--- src/pidf_pkg.sv ---
// Package for the PNG IDAT chunk framer: result kinds, constants and the CRC-32 byte step.
package pidf_pkg;

	typedef enum logic [1:0] {
		KIND_LEN  = 2'd0,
		KIND_TYPE = 2'd1,
		KIND_DATA = 2'd2,
		KIND_CRC  = 2'd3
	} kind_t;

	localparam int unsigned LenW = 31;

	localparam logic [31:0] TYPE_WORD = 32'h4944_4154;  // "IDAT"
	localparam logic [31:0] CRC_POLY  = 32'hEDB8_8320;
	localparam logic [31:0] CRC_ONES  = 32'hFFFF_FFFF;

	// reflected CRC-32, one byte, LSB first
	function automatic logic [31:0] crc_byte(input logic [31:0] c_in, input logic [7:0] b);
		logic [31:0] c;
		c = c_in ^ {24'd0, b};
		for (int k = 0; k < 8; k++) begin
			if (c[0]) begin
				c = CRC_POLY ^ (c >> 1);
			end else begin
				c = c >> 1;
			end
		end
		return c;
	endfunction

	// running CRC after the four type bytes, from preset
	localparam logic [31:0] TYPE_CRC = crc_byte(crc_byte(crc_byte(crc_byte(CRC_ONES,
		TYPE_WORD[31:24]), TYPE_WORD[23:16]), TYPE_WORD[15:8]), TYPE_WORD[7:0]);

endpackage

--- src/png_idat_chunk_framer.sv ---
// PNG IDAT chunk framer: cuts a compressed byte stream into IDAT chunks with length, type and CRC.
//
// Usage:
//   Write the stream length on cfg_wr_en/cfg_wr_data while the block is idle; this
//   restarts framing. Bytes then arrive on the s_axis word channel, one byte per word.
//   For every accepted byte the m_axis channel delivers one to four words: the length
//   word and the 'IDAT' type word when the byte opens a chunk, the data byte itself,
//   and the CRC-32 word when the byte closes a chunk. m_axis_tlast marks the last word
//   caused by a byte; m_axis_tuser carries the word kind and the end-of-stream flag.
//   Bytes past the configured length are taken and dropped without output.
// Timing:
//   An accepted byte sits in one input register; its first word then moves into
//   the output register, which drives tvalid. One byte per cycle inside a chunk
//   while m_axis_tready is high; the input register is held until its last word has
//   moved on, also the length and type words of an opening byte and the CRC word of
//   a closing one. The CRC update of one byte is done in the accept cycle.
// Reset and stall:
//   arst_n clears both registers' valid flags and sets the length to zero (no chunks).
//   When m_axis_tready is low, the output word holds and s_axis_tready drops as soon as
//   the input register is occupied.
module png_idat_chunk_framer
	import pidf_pkg::*;
#(
	parameter int unsigned CHUNK_MAX = 8192
) (
	input  logic            clk,
	input  logic            arst_n,
	input  logic            s_axis_tvalid,
	output logic            s_axis_tready,
	input  logic [7:0]      s_axis_tdata,   // [7:0] data_byte
	output logic            m_axis_tvalid,
	input  logic            m_axis_tready,
	output logic [31:0]     m_axis_tdata,   // [31:0] value
	output logic            m_axis_tlast,   // run_last
	output logic [2:0]      m_axis_tuser,   // [1:0] kind, [2] stream_done
	input  logic            cfg_wr_en,
	input  logic [LenW-1:0] cfg_wr_data     // total_length
);

	localparam int unsigned CntW = $clog2(CHUNK_MAX + 1);

	// framing state
	logic [LenW-1:0] bytes_left_q;
	logic [CntW-1:0] chunk_left_q;
	logic [31:0]     crc_q;

	// input stage: one byte and everything needed to emit its words
	logic            valid_s1;
	logic [7:0]      byte_s1;
	logic            first_s1;
	logic            last_s1;
	logic            done_s1;
	logic [CntW-1:0] len_s1;
	logic [31:0]     crc_s1;
	kind_t           phase_q;

	// output register
	logic        m_valid_q;
	logic [31:0] m_value_q;
	kind_t       m_kind_q;
	logic        m_last_q;
	logic        m_done_q;

	// accept-side logic
	logic            in_fire;
	logic            take_byte;
	logic            first_c;
	logic [CntW-1:0] size_c;
	logic [CntW-1:0] chunk_eff_c;
	logic [CntW-1:0] chunk_next_c;
	logic [31:0]     crc_new_c;
	logic            last_c;

	// emit-side logic
	logic  out_free;
	logic  final_phase;
	kind_t phase_next;
	logic [31:0] emit_value;
	logic        emit_last;
	logic        emit_done;

	assign out_free    = !m_valid_q || m_axis_tready;
	assign final_phase = last_s1 ? (phase_q == KIND_CRC) : (phase_q == KIND_DATA);
	assign s_axis_tready = !valid_s1 || (out_free && final_phase);
	assign in_fire     = s_axis_tvalid && s_axis_tready;
	assign take_byte   = in_fire && (bytes_left_q != '0);

	always_comb begin
		first_c = (chunk_left_q == '0);
		if (bytes_left_q > LenW'(CHUNK_MAX)) begin
			size_c = CntW'(CHUNK_MAX);
		end else begin
			size_c = bytes_left_q[CntW-1:0];
		end
		chunk_eff_c  = first_c ? size_c : chunk_left_q;
		chunk_next_c = chunk_eff_c - CntW'(1);
		last_c       = (chunk_next_c == '0);
		// a new chunk starts from the CRC already run over the type word
		crc_new_c    = crc_byte(first_c ? TYPE_CRC : crc_q, s_axis_tdata);
	end

	always_ff @(posedge clk or negedge arst_n) begin
		if (!arst_n) begin
			bytes_left_q <= '0;
			chunk_left_q <= '0;
			crc_q        <= CRC_ONES;
		end else if (cfg_wr_en) begin
			bytes_left_q <= cfg_wr_data;
			chunk_left_q <= '0;
			crc_q        <= CRC_ONES;
		end else if (take_byte) begin
			bytes_left_q <= bytes_left_q - LenW'(1);
			chunk_left_q <= chunk_next_c;
			crc_q        <= crc_new_c;
		end
	end

	// input register; freed when its final word enters the output register
	always_ff @(posedge clk or negedge arst_n) begin
		if (!arst_n) begin
			valid_s1 <= 1'b0;
			phase_q  <= KIND_DATA;
		end else if (s_axis_tready) begin
			valid_s1 <= take_byte;
			phase_q  <= first_c ? KIND_LEN : KIND_DATA;
		end else if (out_free) begin
			phase_q <= phase_next;
		end
	end

	always_ff @(posedge clk) begin
		if (take_byte) begin
			byte_s1  <= s_axis_tdata;
			first_s1 <= first_c;
			last_s1  <= last_c;
			done_s1  <= last_c && (bytes_left_q == LenW'(1));
			len_s1   <= chunk_eff_c;
			crc_s1   <= crc_new_c ^ CRC_ONES;
		end
	end

	always_comb begin
		unique case (phase_q)
			KIND_LEN: begin
				phase_next = KIND_TYPE;
				emit_value = 32'(len_s1);
				emit_last  = 1'b0;
				emit_done  = 1'b0;
			end
			KIND_TYPE: begin
				phase_next = KIND_DATA;
				emit_value = TYPE_WORD;
				emit_last  = 1'b0;
				emit_done  = 1'b0;
			end
			KIND_DATA: begin
				phase_next = KIND_CRC;
				emit_value = {24'd0, byte_s1};
				emit_last  = !last_s1;
				emit_done  = 1'b0;
			end
			KIND_CRC: begin
				phase_next = KIND_DATA;
				emit_value = crc_s1;
				emit_last  = 1'b1;
				emit_done  = done_s1;
			end
			default: begin
				phase_next = KIND_DATA;
				emit_value = '0;
				emit_last  = 1'b0;
				emit_done  = 1'b0;
			end
		endcase
	end

	always_ff @(posedge clk or negedge arst_n) begin
		if (!arst_n) begin
			m_valid_q <= 1'b0;
		end else if (out_free) begin
			m_valid_q <= valid_s1;
		end
	end

	always_ff @(posedge clk) begin
		if (out_free && valid_s1) begin
			m_value_q <= emit_value;
			m_kind_q  <= phase_q;
			m_last_q  <= emit_last;
			m_done_q  <= emit_done;
		end
	end

	assign m_axis_tvalid = m_valid_q;
	assign m_axis_tdata  = m_value_q;
	assign m_axis_tlast  = m_last_q;
	assign m_axis_tuser  = {m_done_q, m_kind_q};

	// a chunk never runs past the end of the stream
	a_chunk_in_stream: assert property (@(posedge clk) disable iff (!arst_n)
		(chunk_left_q <= CntW'(bytes_left_q)) || (bytes_left_q > LenW'(CHUNK_MAX)))
		else $error("chunk extends beyond stream end");

	// header phases only for a byte that opens a chunk
	a_header_first: assert property (@(posedge clk) disable iff (!arst_n)
		valid_s1 && (phase_q == KIND_LEN || phase_q == KIND_TYPE) |-> first_s1)
		else $error("header word for a byte inside a chunk");

	// CRC phase only for a byte that closes a chunk
	a_crc_last: assert property (@(posedge clk) disable iff (!arst_n)
		valid_s1 && (phase_q == KIND_CRC) |-> last_s1)
		else $error("crc word for a byte inside a chunk");

	// end of stream only on a closing CRC word
	a_done_on_crc: assert property (@(posedge clk) disable iff (!arst_n)
		m_valid_q && m_done_q |-> m_last_q && (m_kind_q == KIND_CRC))
		else $error("stream_done outside a closing crc word");

endmodule

--- config.mk ---
export PLATFORM = sky130hd
export DESIGN_NAME = png_idat_chunk_framer
export DESIGN_NICKNAME = d
export VERILOG_FILES = /design/src/pidf_pkg.sv /design/src/png_idat_chunk_framer.sv
export SDC_FILE = /design/constraint.sdc
export NUM_CORES = 1
export LEC_CHECK = 0
export BUFFER_PORTS_ARGS = -buffer_cell sky130_fd_sc_hd__buf_2
export CAP_MARGIN = 5
export CORE_MARGIN = 1.5
export CORE_UTILIZATION = 54
export CTS_CLUSTER_DIAMETER = 100
export CTS_CLUSTER_SIZE = 12
export DETAILED_ROUTE_END_ITERATION = 10
export GPL_ROUTABILITY_DRIVEN = 0
export PLACE_DENSITY = 0.79
export RECOVER_POWER = 25
export SYNTH_ARGS = -nofsm -noshare
export SYNTH_HDL_FRONTEND = slang
export SYNTH_SLANG_ARGS = --single-unit
--- constraint.sdc ---
create_clock -name clk -period 4.2 [get_ports clk]
set_input_delay 0.21 -clock clk [delete_from_list [all_inputs] [get_ports clk]]
set_output_delay 0.21 -clock clk [all_outputs]
set_load 0.02 [all_outputs]
### Word level (Yosys, flattened, before mapping)

Cells that the tools add are included.

* register bits after elaboration: 173
* output and inout port bits: 38

* bitwise logic cells: 10
* muxes and demuxes: 25
* equal/unequal tests: 4
* add/sub/neg operators: 2
* $lt $le $gt $ge: 1
* reductions and logical operators: 19

Operator list (count)
* 32-bit two-way mux: 11
* 32-bit one-hot mux with 4 select lines: 1
* 13-bit inverter with 14-bit output: 8
* 31-bit two-way mux: 2
* 14-bit two-way mux: 4
* 32-bit inverter: 1
* 32-bit by 8-bit bitwise XOR with 32-bit output: 1
* 31-bit by 1-bit equality test with 1-bit output, second input constant: 1
* 31-bit by 14-bit greater-than comparator with 1-bit output, second input constant: 1
* 31-bit nonzero test: 1
* 31-bit by 1-bit subtractor with 31-bit output, second input constant: 1
* 14-bit zero test: 2
* 14-bit by 1-bit subtractor with 14-bit output, second input constant: 1
* 2-bit two-way mux: 3
* 2-bit one-hot mux with 3 select lines: 1
* 1-bit logical AND: 5
* 2-bit equality test, second input constant: 2
* 2-bit nonzero test: 2
* 2-bit OR reduction: 2
* 1-bit zero test: 3
* 1-bit one-hot mux with 3 select lines: 1
* 3-bit OR reduction: 1
* 2-bit by 1-bit equality test with 1-bit output, second input constant: 1
* 2-bit zero test: 1
* other kinds (3): 4

### Depth between registers and ports, before layout

* word-level depth: 21
* gate-level depth with buffers: 19

### Worst setup path before layout

No wires, ideal clock.

* kind: reg2reg
* start point: register bytes_left_q[24]
* end point: register done_s1, data pin
* path slack: 0.293 ns
* setup time: 0.150 ns
* data arrival time: 3.757 ns
* stages on the path, launching flop included: 19
* data required time: 4.050 ns
* period minus slack after synthesis: 3.907 ns
* buffers on the path: 4
* cell sequence: dfrtp_1 -> or3_1 -> buf_2 -> or4_4 -> buf_6 -> nor2_8 -> and2_4 -> buf_6 -> buf_2 -> a21o_1 -> inv_1 -> ha_1 -> nor3b_1 -> nand2_1 -> a2111o_1 -> a211o_1 -> nand3_1 -> or4_4 -> nor3_2

* longest elaborated chain between the ends: 6

Ends and longest elaborated chain
* from (decl): RTL line png_idat_chunk_framer.sv:43 `logic [LenW-1:0] bytes_left_q;`
* from (signal assigned): RTL line png_idat_chunk_framer.sv:108 `bytes_left_q <= cfg_wr_data;`
* from (signal assigned): RTL line png_idat_chunk_framer.sv:112 `bytes_left_q <= bytes_left_q - LenW'(1);`
* 31-bit by 14-bit greater-than comparator with 1-bit output: RTL line png_idat_chunk_framer.sv:90 `if (bytes_left_q > LenW'(CHUNK_MAX)) begin`
* 14-bit two-way mux: RTL line png_idat_chunk_framer.sv:90
* 14-bit two-way mux: RTL line png_idat_chunk_framer.sv:95 `chunk_eff_c = first_c ? size_c : chunk_left_q;`
* named net chunk_eff_c[1]: RTL line png_idat_chunk_framer.sv:69 `logic [CntW-1:0] chunk_eff_c;`
* 14-bit by 1-bit subtractor with 14-bit output: RTL line png_idat_chunk_framer.sv:96 `chunk_next_c = chunk_eff_c - CntW'(1);`
* 14-bit zero test: RTL line png_idat_chunk_framer.sv:97 `last_c = (chunk_next_c == '0);`
* 1-bit logical AND: RTL line png_idat_chunk_framer.sv:136 `done_s1 <= last_c && (bytes_left_q == LenW'(1));`
* to (signal assigned): RTL line png_idat_chunk_framer.sv:136
* to (decl): RTL line png_idat_chunk_framer.sv:52 `logic done_s1;`

The timed path passes the listed nets, and every way through them passes these cells.
A chain may end at the register's enable or synchronous reset.

### Final worst setup path

Same ends and word-level chain as after synthesis.

==> results summary <==
The endpoint required time on the critical path is 4.49 ns. The area growth from synthesis to layout is 15.0%. By count the netlist is led by 109 x sky130_fd_sc_hd__nand2_1, 92 x sky130_fd_sc_hd__edfxtp_1, 86 x sky130_fd_sc_hd__xnor2_1, 68 x sky130_fd_sc_hd__nor2_1, 48 x sky130_fd_sc_hd__dfrtp_1. The count of buffers added by post-CTS timing repair for setup came out at 0. The worst hold path stage count came out at 3. Ranked by total cell area, the synthesized netlist is headed by sky130_fd_sc_hd__edfxtp_1 31%, sky130_fd_sc_hd__dfrtp_1 13%, sky130_fd_sc_hd__dfstp_2 9.7%, sky130_fd_sc_hd__xnor2_1 8.4%, sky130_fd_sc_hd__nand2_1 4.6%. The tree is rooted in a sky130_fd_sc_hd__clkbuf_16.

The number of antenna-violating nets in the routed design is 0. The number of antenna diodes in the final layout is 0. The total instance count after detailed placement came out at 1092. The slew at the pin with the worst max-slew slack is 2.04 ns. The count of port buffers added during placement came out at 81.

The via density per instance came out at 5.79. Between clock sinks in the finished design, the worst skew comes to 0.00855 ns. The fraction of synthesized cell area taken by the top area cell type came out at 0.308. The setup slack after layout came out at 0.198 ns. The static leakage power is 4.08 nW. The cell family contributing the most delay on the critical path is simple AND/OR/NAND/NOR gates. The vertical die dimension is 132 µm.

The worst setup path is captured at a register. Summed over all nets, the half-perimeter wirelength after detailed placement is 13.8 mm. The mean instance size in the synthesized netlist came out at 10.8 µm². Counting every net in the synthesized netlist gives 881. The endpoint identified for the worst register-to-register timing path is done_s1$_DFFE_PP_. Setup repair after global routing left no endpoint under its margin.

The initial antenna violation count came to 0. The arrival time at the worst endpoint came out at 4.29 ns. At the later pin of the worst-skew pair, clock insertion delay measures 0.44 ns. Summed over all layers, the global routing overflow is 0. The synthesized design contains 92 enable-type register cells. The number of rows in the core area came out at 46.

For this design, the slowest cell found on the critical path is sky130_fd_sc_hd__or4_4. For this run, the leading register cell type out of synthesis is sky130_fd_sc_hd__edfxtp_1. The async set-or-reset flop fraction in the synthesized netlist is 0.468. The min-delay analysis places its worst path in the category primary input to register. STA classifies the critical path startpoint as a register.

For this run, the register share of the synthesized area comes to 0.539. The final wirelength is 20.6 mm. The chip width is 132 µm. The worst voltage drop across the vdd grid is 0.442 mV. The maximum clock insertion buffer count is 2. The placeable core area is 0.0161 mm². After technology mapping, the gate count stands at 833.

The deepest level of the CTS H-tree came out at 4. The hold path startpoint is cfg_wr_data[3]. In this run the critical register-to-register path is launched from bytes_left_q[24]$_DFFE_PN0P_.

For hold timing, the worst endpoint is bytes_left_q[3]$_DFFE_PN0P_. The clock period minus final worst setup slack is 4.00 ns. The signal on the critical path passes through or3_1 > or4_4 > nor2_8 > and2_4 > a21o_1 > inv_1 > ha_1 > nor3b_2 > nand2_1 > a2111o_1 > a211o_1 > nand3_1 > or4_4 > nor3_2.

The violation count after the first detailed-routing iteration came out at 682. The clock sink count is 173. The setup TNS came out at 0 ns.

Together, buffers and inverters on the worst path number 1. After clock tree synthesis, the clock-pin slew on the worst setup and hold paths is 0.07 ns. The residual DRC count is 0.

The number of cells on the worst reg-to-reg path is 14. The initial standard-cell utilization of the core came out at 0.558. The routed wire length per instance is 17.9 µm. The wire length of the first global-routing pass came out at 32.9 mm.

TritonCTS built the clock tree. OpenSTA, run right after detailed placement, puts the worst setup slack at 0.263 ns. The cell area that synthesis handed to floorplanning was 0.00896 mm². The final period utilization came out at 0.953.

The most area-hungry cell type in the Yosys netlist is sky130_fd_sc_hd__edfxtp_1. During synthesis, Yosys emitted a total of 0 warnings. The slack of the worst reg-to-reg path came out at 0.20 ns. The detailed-route via count is 6645. The global-route usage over all layers came out at 0.245.

The number of global-route vias before repair was 6163. Setup violations remaining at the end of the flow were counted as 0. Counting the buffers created by CTS gives 17. The critical path is of the register to register type. The number of synthesized register bits is 173. The largest stage delay on the critical path came out at 0.63 ns.

The flow ran to the end, but the final reports show violations. The number of ports placed on the die boundary came out at 82. The cell that appears most often on the critical path is sky130_fd_sc_hd__or4_4. The power per cell area came out at 928 mW/mm². The checks that failed: max-capacitance violations, max-slew violations.

Synthesis instantiated 69 different standard cells from the library. The final number of hold-violating endpoints is 0. The maximum number of pins on one net before global-route repair is 82.

The finished layout holds 1148 standard cells, fillers aside. Before antenna repair, the detailed router went through 5 iterations. The count of final max-slew check failures is 82.

The tool flagged a number of max-cap violations equal to 1. Based on the critical path, the design can be clocked at up to 250 MHz. The die covers 0.0174 mm². The number of nets in the final layout came out at 967. In the final layout, the share of cells above drive strength 1 is 0.155.

Of all nets on the critical path, the largest fanout is 16. The worst pin sits at a relative slew slack of -0.361. Among all cell types in the netlist, the one instantiated most often is sky130_fd_sc_hd__nand2_1.
-- how the worst max path moves through the flow --
stage                                            start                 to  slack [ns]  cells after the start
after CTS                 bytes_left_q[24]$_DFFE_PN0P_  last_s1$_DFFE_PP_        0.23                     14
after global placement    bytes_left_q[24]$_DFFE_PN0P_  done_s1$_DFFE_PP_        0.37                     14
after detailed placement  bytes_left_q[24]$_DFFE_PN0P_  done_s1$_DFFE_PP_        0.26                     14
after global routing      bytes_left_q[24]$_DFFE_PN0P_  done_s1$_DFFE_PP_        0.02                     14
after floorplan           bytes_left_q[24]$_DFFE_PN0P_  done_s1$_DFFE_PP_        0.29                     18
final                     bytes_left_q[24]$_DFFE_PN0P_  done_s1$_DFFE_PP_        0.20                     14
-- sequential cells by signal, summed over array words and instances (netlist names), 2 cells and up --
signal,count
crc_q,32
crc_s1,32
m_axis_tdata,32
bytes_left_q,31
chunk_left_q,14
len_s1,14
byte_s1,8
m_kind_q,2
phase_q,2
-- metal layers --
| metal | share of wire | global-route usage |
|---|---|---|
| met1 | 0.44 | 0.340 |
| met5 | 0 | 0 |
| met4 | 0.021 | 0.0870 |
| met3 | 0.080 | 0.0492 |
| met2 | 0.46 | 0.385 |
-- kinds of logic (layout without fill, tap and decap cells) --
group,Yosys count,count (layout),share of synthesized area
AND/OR/NAND/NOR,287,287,0.157
flip-flops,173,173,0.539
AO/OA/AOI/OAI,153,153,0.115
XOR/XNOR,134,134,0.137
buffers and inverters,70,169,0.0334
multiplexers,12,12,0.0134
adder cells (fa/ha/maj),4,4,0.00559
-- stage by stage --
stage / total power (W) / hold slack [ns] / cell area, µm² / utilization
floorplan: 0.00662 / -0.0856 / 8960 / -
global placement: 0.00790 / 0.416 / 9530 / 0.594
detailed placement: 0.00798 / 0.419 / 9530 / 0.594
CTS: 0.00955 / 0.00625 / 10300 / 0.644
global route: 0.0101 / 0.0156 / 10300 / 0.641
finish: 0.00956 / 0.00113 / 10300 / 0.641
-- placed cells by master (no fill, tap or decap), types with 5 or more instances in the layout --
cell,n
sky130_fd_sc_hd__nand2_1,109
sky130_fd_sc_hd__edfxtp_1,92
sky130_fd_sc_hd__xnor2_1,86
sky130_fd_sc_hd__nor2_1,67
sky130_fd_sc_hd__dfrtp_1,48
sky130_fd_sc_hd__clkbuf_1,45
sky130_fd_sc_hd__xor2_1,42
sky130_fd_sc_hd__o21ai_0,40
sky130_fd_sc_hd__buf_2,35
sky130_fd_sc_hd__o211ai_1,33
sky130_fd_sc_hd__dfstp_2,32
sky130_fd_sc_hd__dlygate4sd3_1,24
sky130_fd_sc_hd__a21oi_1,22
sky130_fd_sc_hd__nor3_1,20
sky130_fd_sc_hd__clkbuf_16,17
sky130_fd_sc_hd__buf_4,17
sky130_fd_sc_hd__nand3_1,16
sky130_fd_sc_hd__and3_1,14
sky130_fd_sc_hd__inv_1,13
sky130_fd_sc_hd__mux2i_1,12
sky130_fd_sc_hd__nor4_1,11
sky130_fd_sc_hd__a21o_1,10
sky130_fd_sc_hd__or3_1,8
sky130_fd_sc_hd__a31oi_1,7
sky130_fd_sc_hd__or4_1,7
sky130_fd_sc_hd__o21a_1,6
sky130_fd_sc_hd__nand4_1,6
sky130_fd_sc_hd__a22o_1,5
-- worst reg2reg max path, cell delays in order (launching register included) --
cell,delay [ns]
sky130_fd_sc_hd__dfrtp_1,0.41
sky130_fd_sc_hd__or3_1,0.47
sky130_fd_sc_hd__or4_4,0.63
sky130_fd_sc_hd__nor2_8,0.20
sky130_fd_sc_hd__and2_4,0.28
sky130_fd_sc_hd__a21o_1,0.16
sky130_fd_sc_hd__inv_1,0.06
sky130_fd_sc_hd__ha_1,0.23
sky130_fd_sc_hd__nor3b_2,0.19
sky130_fd_sc_hd__nand2_1,0.13
sky130_fd_sc_hd__a2111o_1,0.17
sky130_fd_sc_hd__a211o_1,0.12
sky130_fd_sc_hd__nand3_1,0.09
sky130_fd_sc_hd__or4_4,0.55
sky130_fd_sc_hd__nor3_2,0.15
-- power breakdown --
group | leakage, nW | total [W] | internal (W) | switching [W]
clock | 0.278 | 0.00152 | 0.000789 | 0.000731
combinational | 1.98 | 0.00481 | 0.00179 | 0.00301
sequential | 1.83 | 0.00323 | 0.00284 | 0.000388
-- timing repair --
| item | CTS | global route |
|---|---|---|
| gates resized for setup | 0 | 2 |
| endpoints found under the hold margin | 30 | 0 |
| setup endpoints to repair | 0 | 2 |
| hold buffers | 24 | 0 |
-- cell type report --
type,instances,area (µm²)
clock inverters,15,150
multi-input cells,590,3850
clock buffers,17,425
fillers,1238,5760
inverters,15,56.3
flip-flops and latches,173,4830
repair buffers,122,717
well taps,216,270
Power figures use the tool's default switching activity.
